### config.mk
export PLATFORM = sky130hd
export DESIGN_NAME = lsb_first_bit_field_packer_top
export DESIGN_NICKNAME = d
export VERILOG_FILES = /design/src/sv/lbfp_pkg.sv /design/src/sv/lbfp_front.sv /design/src/sv/lbfp_fifo.sv /design/src/sv/lbfp_back.sv /design/src/sv/lsb_first_bit_field_packer_top.sv
export SDC_FILE = /design/constraint.sdc
export NUM_CORES = 1
export LEC_CHECK = 0
export ABC_AREA = 0
export BUFFER_PORTS_ARGS = -buffer_cell sky130_fd_sc_hd__buf_2
export CAP_MARGIN = 5
export CORE_MARGIN = 2
export CORE_UTILIZATION = 55
export DETAILED_ROUTE_END_ITERATION = 10
export GPL_TIMING_DRIVEN = 0
export PLACE_DENSITY = 0.76
export RECOVER_POWER = 50
export SLEW_MARGIN = 20
export SYNTH_ARGS = -nofsm -noshare
export SYNTH_HDL_FRONTEND = slang
export SYNTH_SLANG_ARGS = --single-unit
### constraint.sdc
create_clock -name clk_i -period 5.4 [get_ports clk_i]
set_clock_uncertainty 0.2 [all_clocks]
set_input_delay 0.27 -clock clk_i [delete_from_list [all_inputs] [get_ports clk_i]]
set_output_delay 0.27 -clock clk_i [all_outputs]
set_load 0.02 [all_outputs]
### src/sv/lbfp_pkg.sv
// lbfp_pkg: shared codes, field widths and status types for the bit-field packer
// no dependencies; used by every module of the packer
package lbfp_pkg;

  localparam int unsigned OpW       = 2;
  localparam int unsigned ValueW    = 64;
  localparam int unsigned BiasW     = 32;
  localparam int unsigned WidthW    = 7;
  localparam int unsigned ByteW     = 8;
  localparam int unsigned ByteIdxW  = 16;
  localparam int unsigned PendW     = 3;
  localparam int unsigned InTdataW  = 112;
  localparam int unsigned OutTdataW = 24;

  localparam int unsigned OpLsb     = 0;
  localparam int unsigned ValueLsb  = OpLsb + OpW;
  localparam int unsigned BiasLsb   = ValueLsb + ValueW;
  localparam int unsigned WidthLsb  = BiasLsb + BiasW;

  typedef enum logic [OpW-1:0] {
    OP_APPEND = 2'd0,
    OP_MARKER = 2'd1,
    OP_FINISH = 2'd2,
    OP_UNUSED = 2'd3
  } op_e;

  typedef enum logic {
    KIND_APPEND = 1'b0,
    KIND_FINISH = 1'b1
  } kind_e;

  typedef struct packed {
    logic full;
    logic not_empty;
  } queue_status_t;

  typedef struct packed {
    logic [PendW-1:0] pend_cnt;
    logic             idle;
  } back_status_t;

endpackage

### src/sv/lbfp_front.sv
// lbfp_front: accepts items, applies bias, clamps and masks the width, classifies
// depends on lbfp_pkg; feeds lbfp_fifo
module lbfp_front #(
  parameter int unsigned MAX_FIELD_BITS = 64,
  parameter int unsigned CW             = $clog2(MAX_FIELD_BITS + 1)
) (
  input  logic                              s_axis_tvalid,
  output logic                              s_axis_tready,
  input  logic [lbfp_pkg::InTdataW-1:0]     s_axis_tdata,
  input  lbfp_pkg::queue_status_t           q_st_i,
  output logic                              push_o,
  output lbfp_pkg::kind_e                   kind_o,
  output logic [CW-1:0]                     nbits_o,
  output logic [MAX_FIELD_BITS-1:0]         data_o
);

  lbfp_pkg::op_e                  op;
  logic [lbfp_pkg::ValueW-1:0]    value;
  logic [lbfp_pkg::BiasW-1:0]     bias;
  logic [lbfp_pkg::WidthW-1:0]    width;
  logic [lbfp_pkg::ValueW-1:0]    sum;
  logic [MAX_FIELD_BITS-1:0]      raw;
  logic [MAX_FIELD_BITS-1:0]      mask;
  logic [CW-1:0]                  wc;
  logic                           accept;

  always_comb begin
    op    = lbfp_pkg::op_e'(s_axis_tdata[lbfp_pkg::OpLsb +: lbfp_pkg::OpW]);
    value = s_axis_tdata[lbfp_pkg::ValueLsb +: lbfp_pkg::ValueW];
    bias  = s_axis_tdata[lbfp_pkg::BiasLsb +: lbfp_pkg::BiasW];
    width = s_axis_tdata[lbfp_pkg::WidthLsb +: lbfp_pkg::WidthW];
    sum   = value + {{(lbfp_pkg::ValueW - lbfp_pkg::BiasW){1'b0}}, bias};
    if (width > lbfp_pkg::WidthW'(MAX_FIELD_BITS)) begin
      wc = CW'(MAX_FIELD_BITS);
    end else begin
      wc = CW'(width);
    end
    mask = ~({MAX_FIELD_BITS{1'b1}} << wc);
    raw  = (op == lbfp_pkg::OP_MARKER) ? {MAX_FIELD_BITS{1'b1}} : sum[MAX_FIELD_BITS-1:0];
  end

  assign s_axis_tready = ~q_st_i.full;
  assign accept        = s_axis_tvalid & s_axis_tready;
  assign kind_o        = (op == lbfp_pkg::OP_FINISH) ? lbfp_pkg::KIND_FINISH
                                                      : lbfp_pkg::KIND_APPEND;
  assign nbits_o       = wc;
  assign data_o        = raw & mask;

  always_comb begin
    unique case (op)
      lbfp_pkg::OP_APPEND, lbfp_pkg::OP_MARKER: push_o = accept && (wc != '0);
      lbfp_pkg::OP_FINISH:                      push_o = accept;
      default:                                  push_o = 1'b0;
    endcase
  end

endmodule

### src/sv/lbfp_fifo.sv
// lbfp_fifo: short register queue between front and back of the packer
// depends on lbfp_pkg for the status type
module lbfp_fifo #(
  parameter int unsigned W     = 72,
  parameter int unsigned DEPTH = 2
) (
  input  logic                    clk_i,
  input  logic                    rst_ni,
  input  logic                    push_i,
  input  logic [W-1:0]            wdata_i,
  input  logic                    pop_i,
  output logic [W-1:0]            rdata_o,
  output lbfp_pkg::queue_status_t st_o
);

  localparam int unsigned PW = (DEPTH > 1) ? $clog2(DEPTH) : 1;
  localparam int unsigned NW = $clog2(DEPTH + 1);

  logic [W-1:0]  mem_q [DEPTH];
  logic [PW-1:0] wr_ptr_q, wr_ptr_d;
  logic [PW-1:0] rd_ptr_q, rd_ptr_d;
  logic [NW-1:0] count_q, count_d;

  always_comb begin
    wr_ptr_d = wr_ptr_q;
    rd_ptr_d = rd_ptr_q;
    count_d  = count_q;
    if (push_i) begin
      wr_ptr_d = (wr_ptr_q == PW'(DEPTH - 1)) ? '0 : wr_ptr_q + 1'b1;
    end
    if (pop_i) begin
      rd_ptr_d = (rd_ptr_q == PW'(DEPTH - 1)) ? '0 : rd_ptr_q + 1'b1;
    end
    if (push_i && !pop_i) begin
      count_d = count_q + 1'b1;
    end else if (pop_i && !push_i) begin
      count_d = count_q - 1'b1;
    end
  end

  always_ff @(posedge clk_i or negedge rst_ni) begin
    if (!rst_ni) begin
      wr_ptr_q <= '0;
      rd_ptr_q <= '0;
      count_q  <= '0;
    end else begin
      wr_ptr_q <= wr_ptr_d;
      rd_ptr_q <= rd_ptr_d;
      count_q  <= count_d;
    end
  end

  always_ff @(posedge clk_i) begin
    if (push_i) begin
      mem_q[wr_ptr_q] <= wdata_i;
    end
  end

  assign rdata_o      = mem_q[rd_ptr_q];
  assign st_o.full      = (count_q == NW'(DEPTH));
  assign st_o.not_empty = (count_q != '0);

endmodule

### src/sv/lbfp_back.sv
// lbfp_back: merges queued fields into the partial byte and emits at most one byte a cycle,
// holding while m_axis_tready is low; depends on lbfp_pkg; reads from lbfp_fifo
module lbfp_back #(
  parameter int unsigned MAX_FIELD_BITS = 64,
  parameter int unsigned CW             = $clog2(MAX_FIELD_BITS + 1)
) (
  input  logic                              clk_i,
  input  logic                              rst_ni,
  input  lbfp_pkg::queue_status_t           q_st_i,
  input  lbfp_pkg::kind_e                   kind_i,
  input  logic [CW-1:0]                     nbits_i,
  input  logic [MAX_FIELD_BITS-1:0]         data_i,
  output logic                              pop_o,
  output logic                              m_axis_tvalid,
  input  logic                              m_axis_tready,
  output logic [lbfp_pkg::OutTdataW-1:0]    m_axis_tdata,
  output logic                              m_axis_tlast,
  output lbfp_pkg::back_status_t            st_o
);

  localparam int unsigned PW = lbfp_pkg::PendW;
  localparam int unsigned BW = lbfp_pkg::ByteW;
  localparam int unsigned IW = lbfp_pkg::ByteIdxW;

  logic [MAX_FIELD_BITS-1:0] work_data_q, work_data_d;
  logic [CW-1:0]             work_n_q, work_n_d;
  logic [BW-2:0]             cur_q, cur_d;
  logic [PW-1:0]             cnt_q, cnt_d;
  logic [IW-1:0]             idx_q, idx_d;
  logic                      out_valid_q, out_valid_d;
  logic [BW-1:0]             out_byte_q, out_byte_d;
  logic [IW-1:0]             out_idx_q, out_idx_d;
  logic                      out_last_q, out_last_d;

  logic                      can_step, use_head, active, emit, emit_last;
  lbfp_pkg::kind_e           src_kind;
  logic [CW-1:0]             src_n;
  logic [MAX_FIELD_BITS-1:0] src_data;
  logic [PW:0]               room, take, tot;
  logic [BW-1:0]             mask8, ins, merged;

  assign can_step = ~out_valid_q | m_axis_tready;
  assign use_head = (work_n_q == '0);
  assign pop_o    = can_step & use_head & q_st_i.not_empty;
  assign active   = can_step & (~use_head | q_st_i.not_empty);

  always_comb begin
    src_kind = use_head ? kind_i : lbfp_pkg::KIND_APPEND;
    src_n    = use_head ? nbits_i : work_n_q;
    src_data = use_head ? data_i : work_data_q;

    room   = (PW + 1)'(BW) - {1'b0, cnt_q};
    take   = (src_n < CW'(room)) ? src_n[PW:0] : room;
    mask8  = ~({BW{1'b1}} << take);
    ins    = (src_data[BW-1:0] & mask8) << cnt_q;
    merged = {1'b0, cur_q} | ins;
    tot    = {1'b0, cnt_q} + take;

    work_data_d = work_data_q;
    work_n_d    = work_n_q;
    cur_d       = cur_q;
    cnt_d       = cnt_q;
    idx_d       = idx_q;
    emit        = 1'b0;
    emit_last   = 1'b0;
    out_byte_d  = out_byte_q;
    out_idx_d   = out_idx_q;
    out_last_d  = out_last_q;
    out_valid_d = out_valid_q;

    if (active) begin
      unique case (src_kind)
        lbfp_pkg::KIND_FINISH: begin
          emit       = (cnt_q != '0);
          emit_last  = 1'b1;
          out_byte_d = {1'b0, cur_q};
          cur_d      = '0;
          cnt_d      = '0;
        end
        default: begin
          work_data_d = src_data >> take;
          work_n_d    = src_n - CW'(take);
          out_byte_d  = merged;
          if (tot == (PW + 1)'(BW)) begin
            emit  = 1'b1;
            cur_d = '0;
            cnt_d = '0;
          end else begin
            cur_d = merged[BW-2:0];
            cnt_d = tot[PW-1:0];
          end
        end
      endcase
      if (emit) begin
        out_idx_d = idx_q;
        if (idx_q != {IW{1'b1}}) begin
          idx_d = idx_q + 1'b1;
        end
      end
      out_last_d = emit_last;
      if (src_kind == lbfp_pkg::KIND_FINISH) begin
        idx_d = '0;
      end
    end
    if (can_step) begin
      out_valid_d = emit;
    end
  end

  always_ff @(posedge clk_i or negedge rst_ni) begin
    if (!rst_ni) begin
      work_n_q    <= '0;
      cur_q       <= '0;
      cnt_q       <= '0;
      idx_q       <= '0;
      out_valid_q <= 1'b0;
    end else begin
      work_n_q    <= work_n_d;
      cur_q       <= cur_d;
      cnt_q       <= cnt_d;
      idx_q       <= idx_d;
      out_valid_q <= out_valid_d;
    end
  end

  always_ff @(posedge clk_i) begin
    work_data_q <= work_data_d;
    out_byte_q  <= out_byte_d;
    out_idx_q   <= out_idx_d;
    out_last_q  <= out_last_d;
  end

  assign m_axis_tvalid = out_valid_q;
  assign m_axis_tdata  = {out_idx_q, out_byte_q};
  assign m_axis_tlast  = out_last_q;
  assign st_o.pend_cnt = cnt_q;
  assign st_o.idle     = use_head;

endmodule

### src/sv/lsb_first_bit_field_packer_top.sv
// lsb_first_bit_field_packer_top: top level of the lsb-first bit-field packer
// depends on lbfp_pkg, lbfp_front, lbfp_fifo and lbfp_back
//
// Usage:
//   s_axis carries one command per item: append a field (value plus bias, low
//   width bits), append an all-ones end marker of width bits, or finish the
//   record. m_axis carries packed bytes, earlier bits in lower positions, with
//   the byte's index in the record; tlast marks the padded byte of a finish.
//   With the byte engine idle, the first byte of an item passes the queue write
//   at the accepting edge, then the output register, before showing on m_axis.
//   The byte engine takes a field chunk by chunk, cut at byte boundaries, and a
//   finish as a single step; a 64-bit field gives 8 chunks with no bits pending
//   and 9 otherwise. Zero-width fields and the unused code never enter the
//   queue. The two-entry queue lets the input keep flowing meanwhile. A finish
//   with no pending bits gives no byte but still restarts the index.
//   When the receiver stalls, the byte engine holds and the queue fills; once
//   it is full s_axis_tready drops. Reset empties the queue, clears the
//   partial byte and the byte index, and drops m_axis_tvalid.
module lsb_first_bit_field_packer_top #(
  parameter int unsigned MAX_FIELD_BITS = 64
) (
  input  logic                           clk_i,
  input  logic                           rst_ni,
  input  logic                           s_axis_tvalid,
  output logic                           s_axis_tready,
  // operation[1:0], value[65:2], bias[97:66], width[104:98], zero fill above
  input  logic [lbfp_pkg::InTdataW-1:0]  s_axis_tdata,
  output logic                           m_axis_tvalid,
  input  logic                           m_axis_tready,
  // data_byte[7:0], byte_index[23:8]
  output logic [lbfp_pkg::OutTdataW-1:0] m_axis_tdata,
  output logic                           m_axis_tlast
);

  localparam int unsigned CW     = $clog2(MAX_FIELD_BITS + 1);
  localparam int unsigned EW     = 1 + CW + MAX_FIELD_BITS;
  localparam int unsigned QDepth = 2;

  lbfp_pkg::queue_status_t   q_st;
  lbfp_pkg::back_status_t    bk_st;
  logic                      push, pop;
  lbfp_pkg::kind_e           f_kind;
  logic [CW-1:0]             f_nbits;
  logic [MAX_FIELD_BITS-1:0] f_data;
  logic [EW-1:0]             q_rdata;

  lbfp_front #(
    .MAX_FIELD_BITS(MAX_FIELD_BITS),
    .CW            (CW)
  ) u_front (
    .s_axis_tvalid(s_axis_tvalid),
    .s_axis_tready(s_axis_tready),
    .s_axis_tdata (s_axis_tdata),
    .q_st_i       (q_st),
    .push_o       (push),
    .kind_o       (f_kind),
    .nbits_o      (f_nbits),
    .data_o       (f_data)
  );

  lbfp_fifo #(
    .W    (EW),
    .DEPTH(QDepth)
  ) u_fifo (
    .clk_i  (clk_i),
    .rst_ni (rst_ni),
    .push_i (push),
    .wdata_i({f_kind, f_nbits, f_data}),
    .pop_i  (pop),
    .rdata_o(q_rdata),
    .st_o   (q_st)
  );

  lbfp_back #(
    .MAX_FIELD_BITS(MAX_FIELD_BITS),
    .CW            (CW)
  ) u_back (
    .clk_i        (clk_i),
    .rst_ni       (rst_ni),
    .q_st_i       (q_st),
    .kind_i       (lbfp_pkg::kind_e'(q_rdata[EW-1])),
    .nbits_i      (q_rdata[MAX_FIELD_BITS +: CW]),
    .data_i       (q_rdata[MAX_FIELD_BITS-1:0]),
    .pop_o        (pop),
    .m_axis_tvalid(m_axis_tvalid),
    .m_axis_tready(m_axis_tready),
    .m_axis_tdata (m_axis_tdata),
    .m_axis_tlast (m_axis_tlast),
    .st_o         (bk_st)
  );

  assert property (@(posedge clk_i) disable iff (!rst_ni)
    q_st.full |-> !s_axis_tready)
    else $error("input accepted while queue full");

  assert property (@(posedge clk_i) disable iff (!rst_ni)
    pop |-> q_st.not_empty)
    else $error("queue popped while empty");

  assert property (@(posedge clk_i) disable iff (!rst_ni)
    (m_axis_tvalid && m_axis_tlast) |-> (bk_st.pend_cnt == '0))
    else $error("partial bits left after record finish");

  assert property (@(posedge clk_i) disable iff (!rst_ni)
    (pop && !push) |=> !q_st.full)
    else $error("queue full after pop without push");

  assert property (@(posedge clk_i) disable iff (!rst_ni)
    !bk_st.idle |-> !pop)
    else $error("queue popped while a field is still being split");

endmodule

# Word level (Yosys, flattened, before mapping)
# Memory sizes are Yosys's and may differ from the RTL's.
# Cells that the tools add are included.
# op_classes
add_sub_neg	9
magnitude_cmp	2
eq_ne	5
shifts	4
mux	27
bitwise_logic	15
reduce_logical	17
# op_table
cell	count
two-way mux 64 bit	2
adder 64 x 32 -> 64 bit	1
bitwise AND 64 bit	1
NOT 64 bit	1
<< shifter 64 x 7 -> 64 bit, first input constant	1
right shift 64 x 4 -> 64 bit	1
two-way mux 16 bit	3
two-way mux 7 bit	5
adder 16 x 1 -> 16 bit, second input constant	1
inequality test 16 bit, second input constant	1
two-way mux 1 bit	11
bitwise AND 8 bit	1
NOT 8 bit	1
OR 7 x 8 -> 8 bit	1
nonzero test 2 bit	4
<< shifter 8 x 3 -> 8 bit	1
<< shifter 8 x 4 -> 8 bit, first input constant	1
greater-than comparator 7 bit, second input constant	1
zero test 7 bit	1
< comparator 7 x 4 -> 1 bit	1
nonzero test 7 bit	1
subtractor 7 x 4 -> 7 bit	1
two-way mux 3 bit	2
adder 3 x 4 -> 4 bit	1
other kinds (20)	34
# word_totals
register_bits	127
mem_bits_rw	144
word_cells	93
n_memories	1
# memory_table
memory	depth	width	rd	rd_clocked_by_memory_dff	wr	line_no	rtl
u_fifo.mem_q	2	72	1	0	1	lbfp_fifo.sv:19	logic [W-1:0] mem_q [DEPTH];

# Logic depth before layout (Yosys ltp)
# Gate-level depths: netlist (run 1).
# depth
ltp_word	11
depth_mapped	25

# Modules after synthesis
# Synthesis (run 1) repeated with hierarchy kept, for this count alone.
# hier_totals
hier_cells	1880
hier_area_um2	18496.5
# by_module_without_submodules
mod	instances	cells_each	area_per_inst_um2	seq_area_each_um2
lbfp_back	1	1115	9392.8	3523.4
lbfp_fifo	1	240	5734.2	4424.2
lbfp_front	1	525	3369.5	0.0

# Worst setup path after synthesis (run 1)
# OpenSTA, ideal clock, no wires.
# synth_timing
path_type	flip-flop to flip-flop
start	reg u_back.cnt_q[1]
end	reg u_back.out_idx_q[0] (enable)
t_arrival_ns	5.249
required_time_ns	4.805
path_slack_ns	-0.445
path_stages_with_launch	22
n_path_buf	4
synth_period_minus_slack_ns	5.845
cell_sequence	dfrtp_1 clkbuf_1 clkinv_1 ha_1 ha_1 clkbuf_1 inv_1 ha_1 o211ai_1 or3_1 nand3_1 nand2_1 inv_2 clkbuf_1 ha_1 xor2_1 nand3b_1 nor3_1 o211ai_1 o211a_1 clkbuf_1 a21oi_1
# synth_via
elab_chain_len	9
# synth_lines
element	line_no	rtl
start, declared	lbfp_back.sv:28	logic [PW-1:0] cnt_q, cnt_d;
start signal, assigned	lbfp_back.sv:120	cnt_q <= cnt_d;
subtractor 4 x 3 -> 4 bit	lbfp_back.sv:52	room = (PW + 1)'(BW) - {1'b0, cnt_q};
< comparator 7 x 4 -> 1 bit	lbfp_back.sv:53	take = (src_n < CW'(room)) ? src_n[PW:0] : room;
two-way mux 4 bit	lbfp_back.sv:53	
adder 3 x 4 -> 4 bit	lbfp_back.sv:57	tot = {1'b0, cnt_q} + take;
equality test 4 bit	lbfp_back.sv:84	if (tot == (PW + 1)'(BW)) begin
two-way mux 1 bit	lbfp_back.sv:84	
two-way mux 1 bit (*)	lbfp_back.sv:72	unique case (src_kind)
two-way mux 1 bit (*)	lbfp_back.sv:71	if (active) begin
AND reduction 2 bit (no line) (*)	-	
end signal, assigned	lbfp_back.sv:129	out_idx_q <= out_idx_d;
end, declared	lbfp_back.sv:32	logic [IW-1:0] out_idx_q, out_idx_d;
# Every way passes the cells marked *; elsewhere a longest branch is shown, timed or not. The select of a mux whose other input is x is not followed.
# A chain may end at the register's enable or synchronous reset.

# Final worst setup path (run 1)
# layout_timing
start	reg u_fifo.rd_ptr_q
end	reg u_back.idx_q[6]
# layout_via
elab_chain_len	11
# layout_lines
element	line_no	rtl
start, declared	lbfp_fifo.sv:21	logic [PW-1:0] rd_ptr_q, rd_ptr_d;
start signal, assigned	lbfp_fifo.sv:48	rd_ptr_q <= rd_ptr_d;
memory read (2 x 72 bit) (*)	-	
two-way mux 7 bit	lbfp_back.sv:49	src_n = use_head ? nbits_i : work_n_q;
< comparator 7 x 4 -> 1 bit	lbfp_back.sv:53	
two-way mux 4 bit	lbfp_back.sv:53	
adder 3 x 4 -> 4 bit	lbfp_back.sv:57	
equality test 4 bit	lbfp_back.sv:84	
two-way mux 1 bit	lbfp_back.sv:84	
two-way mux 1 bit	lbfp_back.sv:72	
two-way mux 1 bit	lbfp_back.sv:71	
nonzero test 2 bit (no line)	-	
AND reduction 3 bit (no line)	-	
end signal, assigned	lbfp_back.sv:121	idx_q <= idx_d;
end, declared	lbfp_back.sv:29	logic [IW-1:0] idx_q, idx_d;
# Marked as above.

==> impl_metrics.env, run 1 <==
export IMPL_h_tree_depth=1
export IMPL_tns_ps=0
export IMPL_critPathCaptureType="register"
export IMPL_multiInputGateArea_sq_um=9390
export IMPL_antenna_left=0
export IMPL_hp_start="s_axis_tdata[39]"
export IMPL_numClockSinks=271
export IMPL_synthCells=1742
export IMPL_die_y_um=184
export IMPL_synth_edf_count=233
export IMPL_cts_buffers=29
export IMPL_path_max_fanout=10
export IMPL_rows=65
export IMPL_yosys_most_used_dff="edfxtp_1"
export IMPL_drt_first_iter_violations=2246
export IMPL_cp_required_ps=5690
export IMPL_grt_overflow_total=0
export IMPL_synth_cell_types=84
export IMPL_synth_commonest_cells="mux2i_1 (253), edfxtp_1 (233), nand2_1 (159)"
export IMPL_violations="max-capacitance violations, max-slew violations"
export IMPL_worstSetupStartpointType="register"
export IMPL_syn_to_final_growth_pct=15.1
export IMPL_vdd_drop_max_mv=0.452
export IMPL_viasPerCell=6.65
export IMPL_final_seq_area_sq_um=7950
export IMPL_die_w_um=184
export IMPL_final_hold_viol_count=0
export IMPL_period_minus_slack_ps=5240
export IMPL_antenna_found_initial=1
export IMPL_fin_ws_ps=158
export IMPL_finish_utilization_pct=64.5
export IMPL_port_buffer_count=134
export IMPL_clkLatencyLatePin_ps=570
export IMPL_finalMaxSlewViolations=39
export IMPL_drv_cap=1
export IMPL_final_cells=2369
export IMPL_r2r_start="u_fifo.rd_ptr_q$_DFFE_PN0P_"
export IMPL_num_fill_cells=2591
export IMPL_syn_nets=1905
export IMPL_drive_gt1_share_pct=14.1
export IMPL_fp_dieArea_sq_um=33800
export IMPL_start_util_pct=56.0
export IMPL_drc=0
export IMPL_first_global_vias=14974
export IMPL_fmax_mhz=191
export IMPL_ys_seq_area_share_pct=44.7
export IMPL_grt_pass1_wl_mm=87.7
export IMPL_slew_headroom_pct=-48.0
export IMPL_async_flop_share_pct=14.0
export IMPL_dr_pass1_iters=8
export IMPL_path_clk_slew_ps=60
export IMPL_yosysMostFrequentCell="mux2i_1"
export IMPL_hpwl_mm=44.0
export IMPL_ys_top_cells_by_area="edfxtp_1 (39%), mux2i_1 (14%), dfrtp_1 (5.4%)"
export IMPL_leakage_uw=0.00809
export IMPL_vias=15762
export IMPL_finalPower_uw=14400
export IMPL_yosys_warnings=0
export IMPL_critical_path_class="reg -> reg"
export IMPL_setup_viol=0
export IMPL_syn_area_sq_um=17800
export IMPL_status="complete, but fails checks"
export IMPL_dpl_cell_count=2283
export IMPL_totalWireLength_mm=58.0
export IMPL_worst_pin_slew_ps=2220
export IMPL_preCtsSetupSlack_ps=-1480
export IMPL_fin_crit_sh_pct=97.1
export IMPL_track_usage_pct=34.0
export IMPL_worstSetupStartpoint="u_fifo.rd_ptr_q$_DFFE_PN0P_"
export IMPL_yosysTopAreaCell="edfxtp_1"
export IMPL_cts_root_buf="clkbuf_16"
export IMPL_wire_per_inst_um=24.5
export IMPL_synth_ff_latch_count=271
export IMPL_powerDensity_nw_per_um2=702
export IMPL_hold_path_class="in -> reg"
export IMPL_nets=2106
export IMPL_cts_tree="done"
export IMPL_fp_coreArea_sq_um=31700
export IMPL_synth_avg_cell_area_sq_um=10.2
export IMPL_clockBufferDepth=3
export IMPL_grt_max_degree=53
export IMPL_io_pin_count=143
export IMPL_synth_top_area_share_pct=39.4
export IMPL_crit_arrival_ps=5530
export IMPL_gp_congestion=0.973
[worst max-delay path: stages (launching register included)]
cell and delay [ps]:
dfrtp_1 320, buf_4 180, mux2_2 400, a31oi_4 250, inv_1 150, ha_1 360
o211ai_1 190, or3_4 480, nand3_4 150, nand2_1 90, inv_2 150, clkbuf_8 240
ha_1 280, xor2_1 180, nand3b_1 130, nor3_2 170, o211ai_1 140, o211a_1 210
clkbuf_4 200, or4_1 520, a21oi_1 150
[logic make-up after synthesis]
| kind of cell | count (synthesis) | synth area share [%] |
|---|---|---|
| XOR/XNOR | 52 | 2.56 |
| buffers and inverters | 152 | 3.51 |
| flip-flops | 271 | 44.7 |
| multiplexers | 266 | 15.1 |
| AO/OA/AOI/OAI | 476 | 17.3 |
| adder cells (fa/ha/maj) | 47 | 3.39 |
| AND/OR/NAND/NOR | 478 | 13.3 |
[cells in the final DEF (no fill, tap or decap), drive strengths merged, types with 17 or more instances in the layout]
cell and count:
o211ai 18, nor2 84, xnor2 33, or3 24
clkbuf 142, ha 45, or4 19, nor4 17
buf 164, xor2 19, a21oi 104, nand4 18
mux2i 253, inv 40, nand3 41, a21o 17
clkinv 17, and3 21, o21ai 137, nor3 37
edfxtp 233, nand2 160, a211oi 26, a31oi 25
o31ai 18, dfrtp 38
[power by group]
group	internal [uW]	switching, uW
Clock	1110	836
Sequential	3330	265
Combinational	3200	5620
[through the flow]
step	cell area, sq um	hold WS (ps)
after global placement	19000	244
after global routing	20400	33.7
final	20400	31.8
after CTS	20300	10.4
after floorplan	17800	-226
after detailed placement	19100	261
[per-layer routing]
metal  track usage (%)  vias to the layer above  share of wire (%)
li1                  -                     7117                  -
met1              49.2                     7525                 42
met2              51.9                      942                 44
met3              4.73                      178                9.9
met4              13.3                        0                4.3
met5                 0                        -                  0
[cell type report]
type	count	share of cell area [%]
Tap cell	402	2.46
Multi-Input combinational cell	1319	45.9
Timing Repair Buffer	173	4.85
Clock buffer	36	3.78
Inverter	43	0.906
Buffer	106	2.44
Antenna cell	1	0.0122
Clock inverter	18	0.734
Sequential cell	271	38.9
[timing repair]
action	in CTS	in global routing
setup endpoints to repair	43	40
gates resized for setup	47	19
buffers inserted	6	19
gates cloned	0	0
pin swaps	4	10
endpoints found under the hold margin	48	0
hold buffers	9	0
[sequential cells by signal (all words and copies together), names as in the netlist, 3 cells and up]
signal              count
u_fifo.mem_q          144
u_back.work_data_q     64
u_back.idx_q           16
u_back.out_idx_q       16
u_back.out_byte_q       8
u_back.cur_q            7
u_back.work_n_q         7
u_back.cnt_q            3
[final timing paths]
kind	endpoint	slack (ps)	cells after the start
max	u_back.idx_q[6]$_DFFE_PN0P_	160	20
min	u_fifo.mem_q[0][37]$_DFFE_PP_	30	3
max reg2reg	u_back.idx_q[6]$_DFFE_PN0P_	160	20
min reg2reg	u_fifo.wr_ptr_q$_DFFE_PN0P_	280	1
max in group asynchronous	u_back.work_n_q[2]$_DFFE_PN0P_	2870	2
min in group asynchronous	u_back.idx_q[10]$_DFFE_PN0P_	690	2
Note: power is estimated with default switching activity, not from simulation.
==> run 2, diff against run 1 <==
- CELL_PAD_IN_SITES_DETAIL_PLACEMENT: not set -> 0
- CELL_PAD_IN_SITES_GLOBAL_PLACEMENT: not set -> 1
- CORE_UTILIZATION: 55 -> 44
- PLACE_DENSITY: 0.76 -> 0.77
==> impl_metrics.env, run 2 (synthesis results as in run 1) <==
export IMPL_status="complete, but fails checks"
export IMPL_violations="max-capacitance violations, max-slew violations"
export IMPL_totalWireLength_mm=59.8
export IMPL_top_register="u_fifo.mem_q"
export IMPL_path_max_fanout=10
export IMPL_cts_buffers=29
export IMPL_slew_headroom_pct=-47.2
export IMPL_critical_path_class="reg -> reg"
export IMPL_worstSetupStartpointType="register"
export IMPL_fin_crit_sh_pct=97.0
export IMPL_powerDensity_nw_per_um2=698
export IMPL_grt_max_degree=56
export IMPL_io_pin_count=143
export IMPL_placed_cell_area_sq_um=19200
export IMPL_hpwl_mm=45.9
export IMPL_fp_coreArea_sq_um=39800
export IMPL_track_usage_pct=27.9
export IMPL_cts_root_buf="clkbuf_16"
export IMPL_cts_tree="done"
export IMPL_vdd_drop_max_mv=0.399
export IMPL_dr_pass1_iters=6
export IMPL_drive_gt1_share_pct=13.5
export IMPL_top_regs="u_fifo.mem_q: 144 flops, u_back.work_data_q: 64 flops"
export IMPL_die_y_um=205
export IMPL_start_util_pct=44.6
export IMPL_final_hold_viol_count=0
export IMPL_numClockSinks=271
export IMPL_layout_common_cells="mux2i_1 (253), edfxtp_1 (233), nand2_1 (159), buf_2 (128), o21ai_0 (126)"
export IMPL_drv_cap=3
export IMPL_die_w_um=205
export IMPL_h_tree_depth=1
export IMPL_port_buffer_count=134
export IMPL_antenna_found_initial=0
export IMPL_grt_pass1_wl_mm=89.2
export IMPL_antenna_left=0
export IMPL_final_common_cell="mux2i_1"
export IMPL_wire_per_inst_um=24.1
export IMPL_syn_to_final_growth_pct=15.6
export IMPL_min_delay_path_depth=3
export IMPL_hold_path_class="in -> reg"
export IMPL_largest_reg_flops=144
export IMPL_critPathCaptureType="register"
export IMPL_fp_dieArea_sq_um=42000
export IMPL_leakage_uw=0.00805
export IMPL_nets=2104
export IMPL_drc=0
export IMPL_drt_first_iter_violations=1636
export IMPL_finalMaxSlewViolations=88
export IMPL_grt_overflow_total=0
export IMPL_viasPerCell=6.19
export IMPL_diodes=0
export IMPL_vias=15394
export IMPL_hold_slack_ps=31.2
export IMPL_reg2reg_depth=20
export IMPL_gp_congestion=0.956
export IMPL_worst_pin_slew_ps=2210
export IMPL_clkLatencyLatePin_ps=570
export IMPL_rows=73
export IMPL_period_minus_slack_ps=5240
export IMPL_cp_required_ps=5700
export IMPL_path_clk_slew_ps=60
export IMPL_design_area_sq_um=20500
export IMPL_clockBufferDepth=3
export IMPL_crit_arrival_ps=5530
export IMPL_fmax_mhz=191
export IMPL_setup_viol=0
export IMPL_first_global_vias=14727
run 2: final cells by class:
cell class	count	area (sq um)
plain buffers	106	503
repair buffers	171	976
flip-flops and latches	271	7950
multi-input cells	1319	9370
well taps	525	657
fillers	3708	19300
clock buffers	38	759
inverters	43	188
clock inverters	14	140
run 2: worst paths after layout:
kind                            slack, ps                            end                           start
min in group asynchronous             710    u_fifo.wr_ptr_q$_DFFE_PN0P_                          rst_ni
worst max register to register        160    u_back.idx_q[6]$_DFFE_PN0P_  u_back.work_n_q[2]$_DFFE_PN0P_
worst min register to register        290    u_fifo.wr_ptr_q$_DFFE_PN0P_     u_fifo.wr_ptr_q$_DFFE_PN0P_
worst max-delay path                  160    u_back.idx_q[6]$_DFFE_PN0P_  u_back.work_n_q[2]$_DFFE_PN0P_
max in group asynchronous            2870    u_back.cnt_q[0]$_DFFE_PN0P_                          rst_ni
worst min-delay path                   30  u_fifo.mem_q[0][41]$_DFFE_PP_                s_axis_tdata[43]
run 2: report_power, final:
part | total, uW | switching (uW) | internal, uW
combinational | 8840 | 5660 | 3180
clock | 1920 | 827 | 1090
sequential | 3590 | 260 | 3330
total | 14300 | 6750 | 7600
run 2: worst max-delay path: stages (launching register included):
cell	delay (ps)
dfrtp_1	490
nor4_4	360
a31o_2	320
ha_2	350
a211oi_4	350
buf_4	180
o211ai_4	90
buf_4	200
nor3_4	270
nor2_4	100
inv_4	130
buf_8	190
fa_1	220
xor2_1	210
nand3b_1	140
nor3_2	170
o211ai_1	110
o211a_1	200
buf_2	190
or4_1	520
a21oi_1	150
run 2: per-stage QoR:
stage / util (%) / setup TNS (ps) / setup WS (ps) / total power, uW / cells
finish: 51.6 / 0 / 161 / 14300 / 2487
global placement: 48.0 / -190350 / -1750 / 11800 / 2401
detailed placement: 48.3 / -65740 / -1690 / 11900 / 2406
CTS: 51.4 / 0 / 13.5 / 14000 / 2474
global route: 51.6 / -0.598 / -0.598 / 15100 / 2487
floorplan: - / 0 / 73.5 / 9260 / 1742
run 2: timing repair:
item,in CTS,in global routing
endpoints found under the hold margin,56,0
pin swaps,3,9
setup buffers,5,13
endpoints found under the setup margin,57,40
hold buffers,14,0
resized for setup,40,27
run 2: per-layer routing:
metal	up-vias	share of wire, %	routed length, um	GRT usage (%)
met4	0	3.6	2160	10.3
met5	-	0	0	0
met3	129	7.2	4340	3.61
met2	684	44	26600	43.0
met1	7469	45	26800	40.2
li1	7112	-	-	-
==> run 3, diff against run 2 <==
- MAX_ROUTING_LAYER: not set -> met4
- SETUP_SLACK_MARGIN: not set -> 0.2
==> impl_metrics.env, run 3 (synthesis results as in run 1) <==
export IMPL_leakage_uw=0.00821
export IMPL_fin_ws_ps=322
export IMPL_critical_path_class="reg -> reg"
export IMPL_rows=73
export IMPL_worst_pin_slew_ps=2300
export IMPL_cts_tree="done"
export IMPL_powerDensity_nw_per_um2=707
export IMPL_preCtsSetupSlack_ps=-1260
export IMPL_rsz0062_at_grt="false"
export IMPL_drc=0
export IMPL_status="complete, but fails checks"
export IMPL_clockBufferDepth=3
export IMPL_hp_start="s_axis_tdata[1]"
export IMPL_path_clk_slew_ps=60
export IMPL_start_util_pct=44.6
export IMPL_setup_viol=0
export IMPL_die_w_um=205
export IMPL_port_buffer_count=134
export IMPL_dr_pass1_iters=6
export IMPL_grt_overflow_total=0
export IMPL_wire_per_inst_um=23.9
export IMPL_fin_crit_sh_pct=94.0
export IMPL_syn_to_final_growth_pct=17.3
export IMPL_die_y_um=205
export IMPL_vias=15416
export IMPL_path_max_fanout=10
export IMPL_drv_cap=2
export IMPL_track_usage_pct=28.8
export IMPL_drt_first_iter_violations=1625
export IMPL_numClockSinks=271
export IMPL_crit_arrival_ps=5380
export IMPL_fmax_mhz=197
export IMPL_io_pin_count=143
export IMPL_cp_required_ps=5700
export IMPL_diodes=0
export IMPL_final_common_cell="mux2i_1"
export IMPL_gp_congestion=0.959
export IMPL_first_global_vias=14694
export IMPL_drive_gt1_share_pct=14.8
export IMPL_grt_pass1_wl_mm=89.5
export IMPL_layout_common_cells="mux2i_1 (253), edfxtp_1 (233), nand2_1 (159), o21ai_0 (126), buf_2 (124)"
export IMPL_fp_dieArea_sq_um=42000
export IMPL_top_regs="u_fifo.mem_q: 144 flops, u_back.work_data_q: 64 flops"
export IMPL_grt_max_degree=55
export IMPL_worstSetupStartpoint="u_back.cnt_q[0]$_DFFE_PN0P_"
export IMPL_slew_headroom_pct=-53.4
export IMPL_path_cells="inv_1 > clkbuf_8 > ha_4 > ha_1 > clkbuf_8 > inv_2 > ha_2 > o211ai_1 > or3_4 > a21oi_4 > nor2_4 > buf_4 > clkbuf_4 > ha_1 > a21o_1 > a21oi_2 > nand3b_1 > o211a_4 > buf_8 > or4_1 > a21oi_2"
export IMPL_top_register="u_fifo.mem_q"
export IMPL_antenna_left=0
export IMPL_clkLatencyLatePin_ps=580
export IMPL_path_buf_inv=7
export IMPL_finalMaxSlewViolations=62
export IMPL_final_hold_viol_count=0
export IMPL_violations="max-capacitance violations, max-slew violations"
export IMPL_period_minus_slack_ps=5080
export IMPL_hold_path_class="in -> reg"
export IMPL_fp_coreArea_sq_um=39800
export IMPL_viasPerCell=6.17
export IMPL_cts_root_buf="clkbuf_16"
export IMPL_cts_buffers=29
export IMPL_r2r_start="u_back.cnt_q[0]$_DFFE_PN0P_"
export IMPL_antenna_found_initial=0
export IMPL_largest_reg_flops=144
export IMPL_finish_utilization_pct=52.4
export IMPL_nets=2116
export IMPL_hpwl_mm=45.9
export IMPL_vdd_drop_max_mv=0.374
export IMPL_totalWireLength_mm=59.8
export IMPL_worstSetupStartpointType="register"
export IMPL_crit_family="compound AO/OA/AOI/OAI gates"
export IMPL_crit_slowest_cell="or4_1"
export IMPL_worst_path_largest_cell_delay_ps=520
export IMPL_regToRegSetupSlack_ps=320
export IMPL_h_tree_depth=1
export IMPL_critPathCaptureType="register"
-- run 3: changes by cell type in the layout (fill, tap and decap cells not counted), sizes merged --
cell	before	now
dlygate4sd3	14	12
clkbuf	137	135
bufinv	2	5
buf	164	172
clkinv	13	16
inv	41	43
clkinvlp	1	2
-- run 3: area by class of cell --
cell class	instances	area, sq um
plain buffers	109	586
clock buffers	30	729
clock inverters	23	278
fillers	3716	19000
inverters	43	190
multi-input cells	1319	9420
flip-flops and latches	271	7950
well taps	525	657
repair buffers	180	1050
-- run 3: worst register-to-register path, stage by stage (launching register included) --
cell	delay (ps)
dfrtp_1	360
inv_1	80
clkbuf_8	170
ha_4	160
ha_1	270
clkbuf_8	160
inv_2	60
ha_2	330
o211ai_1	180
or3_4	480
a21oi_4	240
nor2_4	70
buf_4	140
clkbuf_4	210
ha_1	300
a21o_1	180
a21oi_2	180
nand3b_1	140
o211a_4	300
buf_8	140
or4_1	520
a21oi_2	130
-- run 3: routing by layer --
metal	global-route usage (%)	part of all wire [%]
met5	-	0
met4	9.74	3.4
met3	3.31	7.1
met2	43.2	44
met1	40.8	45
-- run 3: stage by stage --
stage	power (uW)	TNS (ps)	hold WS [ps]	area, sq um	std cells
final	14700	0	23.2	20900	2500
after global routing	15500	0	23.5	20900	2500
after CTS	14400	0	7.98	20800	2485
after detailed placement	11900	-45110	261	19200	2406
after global placement	11800	-173610	263	19100	2401
after floorplan	9270	0	-226	17800	1742
-- run 3: repair_timing --
action                     CTS  global route
buffers inserted            14            14
resized for setup           66            24
cloned                       0             1
setup endpoints to repair   41            40
pin swaps                   10            13
hold endpoints to repair    54             0
hold buffers                12             0
-- run 3: worst paths after layout --
path                            cells after the start                             end
max in group asynchronous                           2  u_back.work_n_q[1]$_DFFE_PN0P_
worst min register to register                      2     u_back.cur_q[2]$_DFFE_PN0P_
min in group asynchronous                           2     u_back.idx_q[1]$_DFFE_PN0P_
worst max-delay path                               21     u_back.idx_q[6]$_DFFE_PN0P_
worst max register to register                     21     u_back.idx_q[6]$_DFFE_PN0P_
worst min-delay path                                3     u_fifo.wr_ptr_q$_DFFE_PN0P_
-- run 3: report_power, final --
part / total, uW / internal, uW / switching, uW
sequential: 3560 / 3330 / 233
combinational: 9080 / 3350 / 5730
clock: 2100 / 1230 / 867
total: 14700 / 7910 / 6830
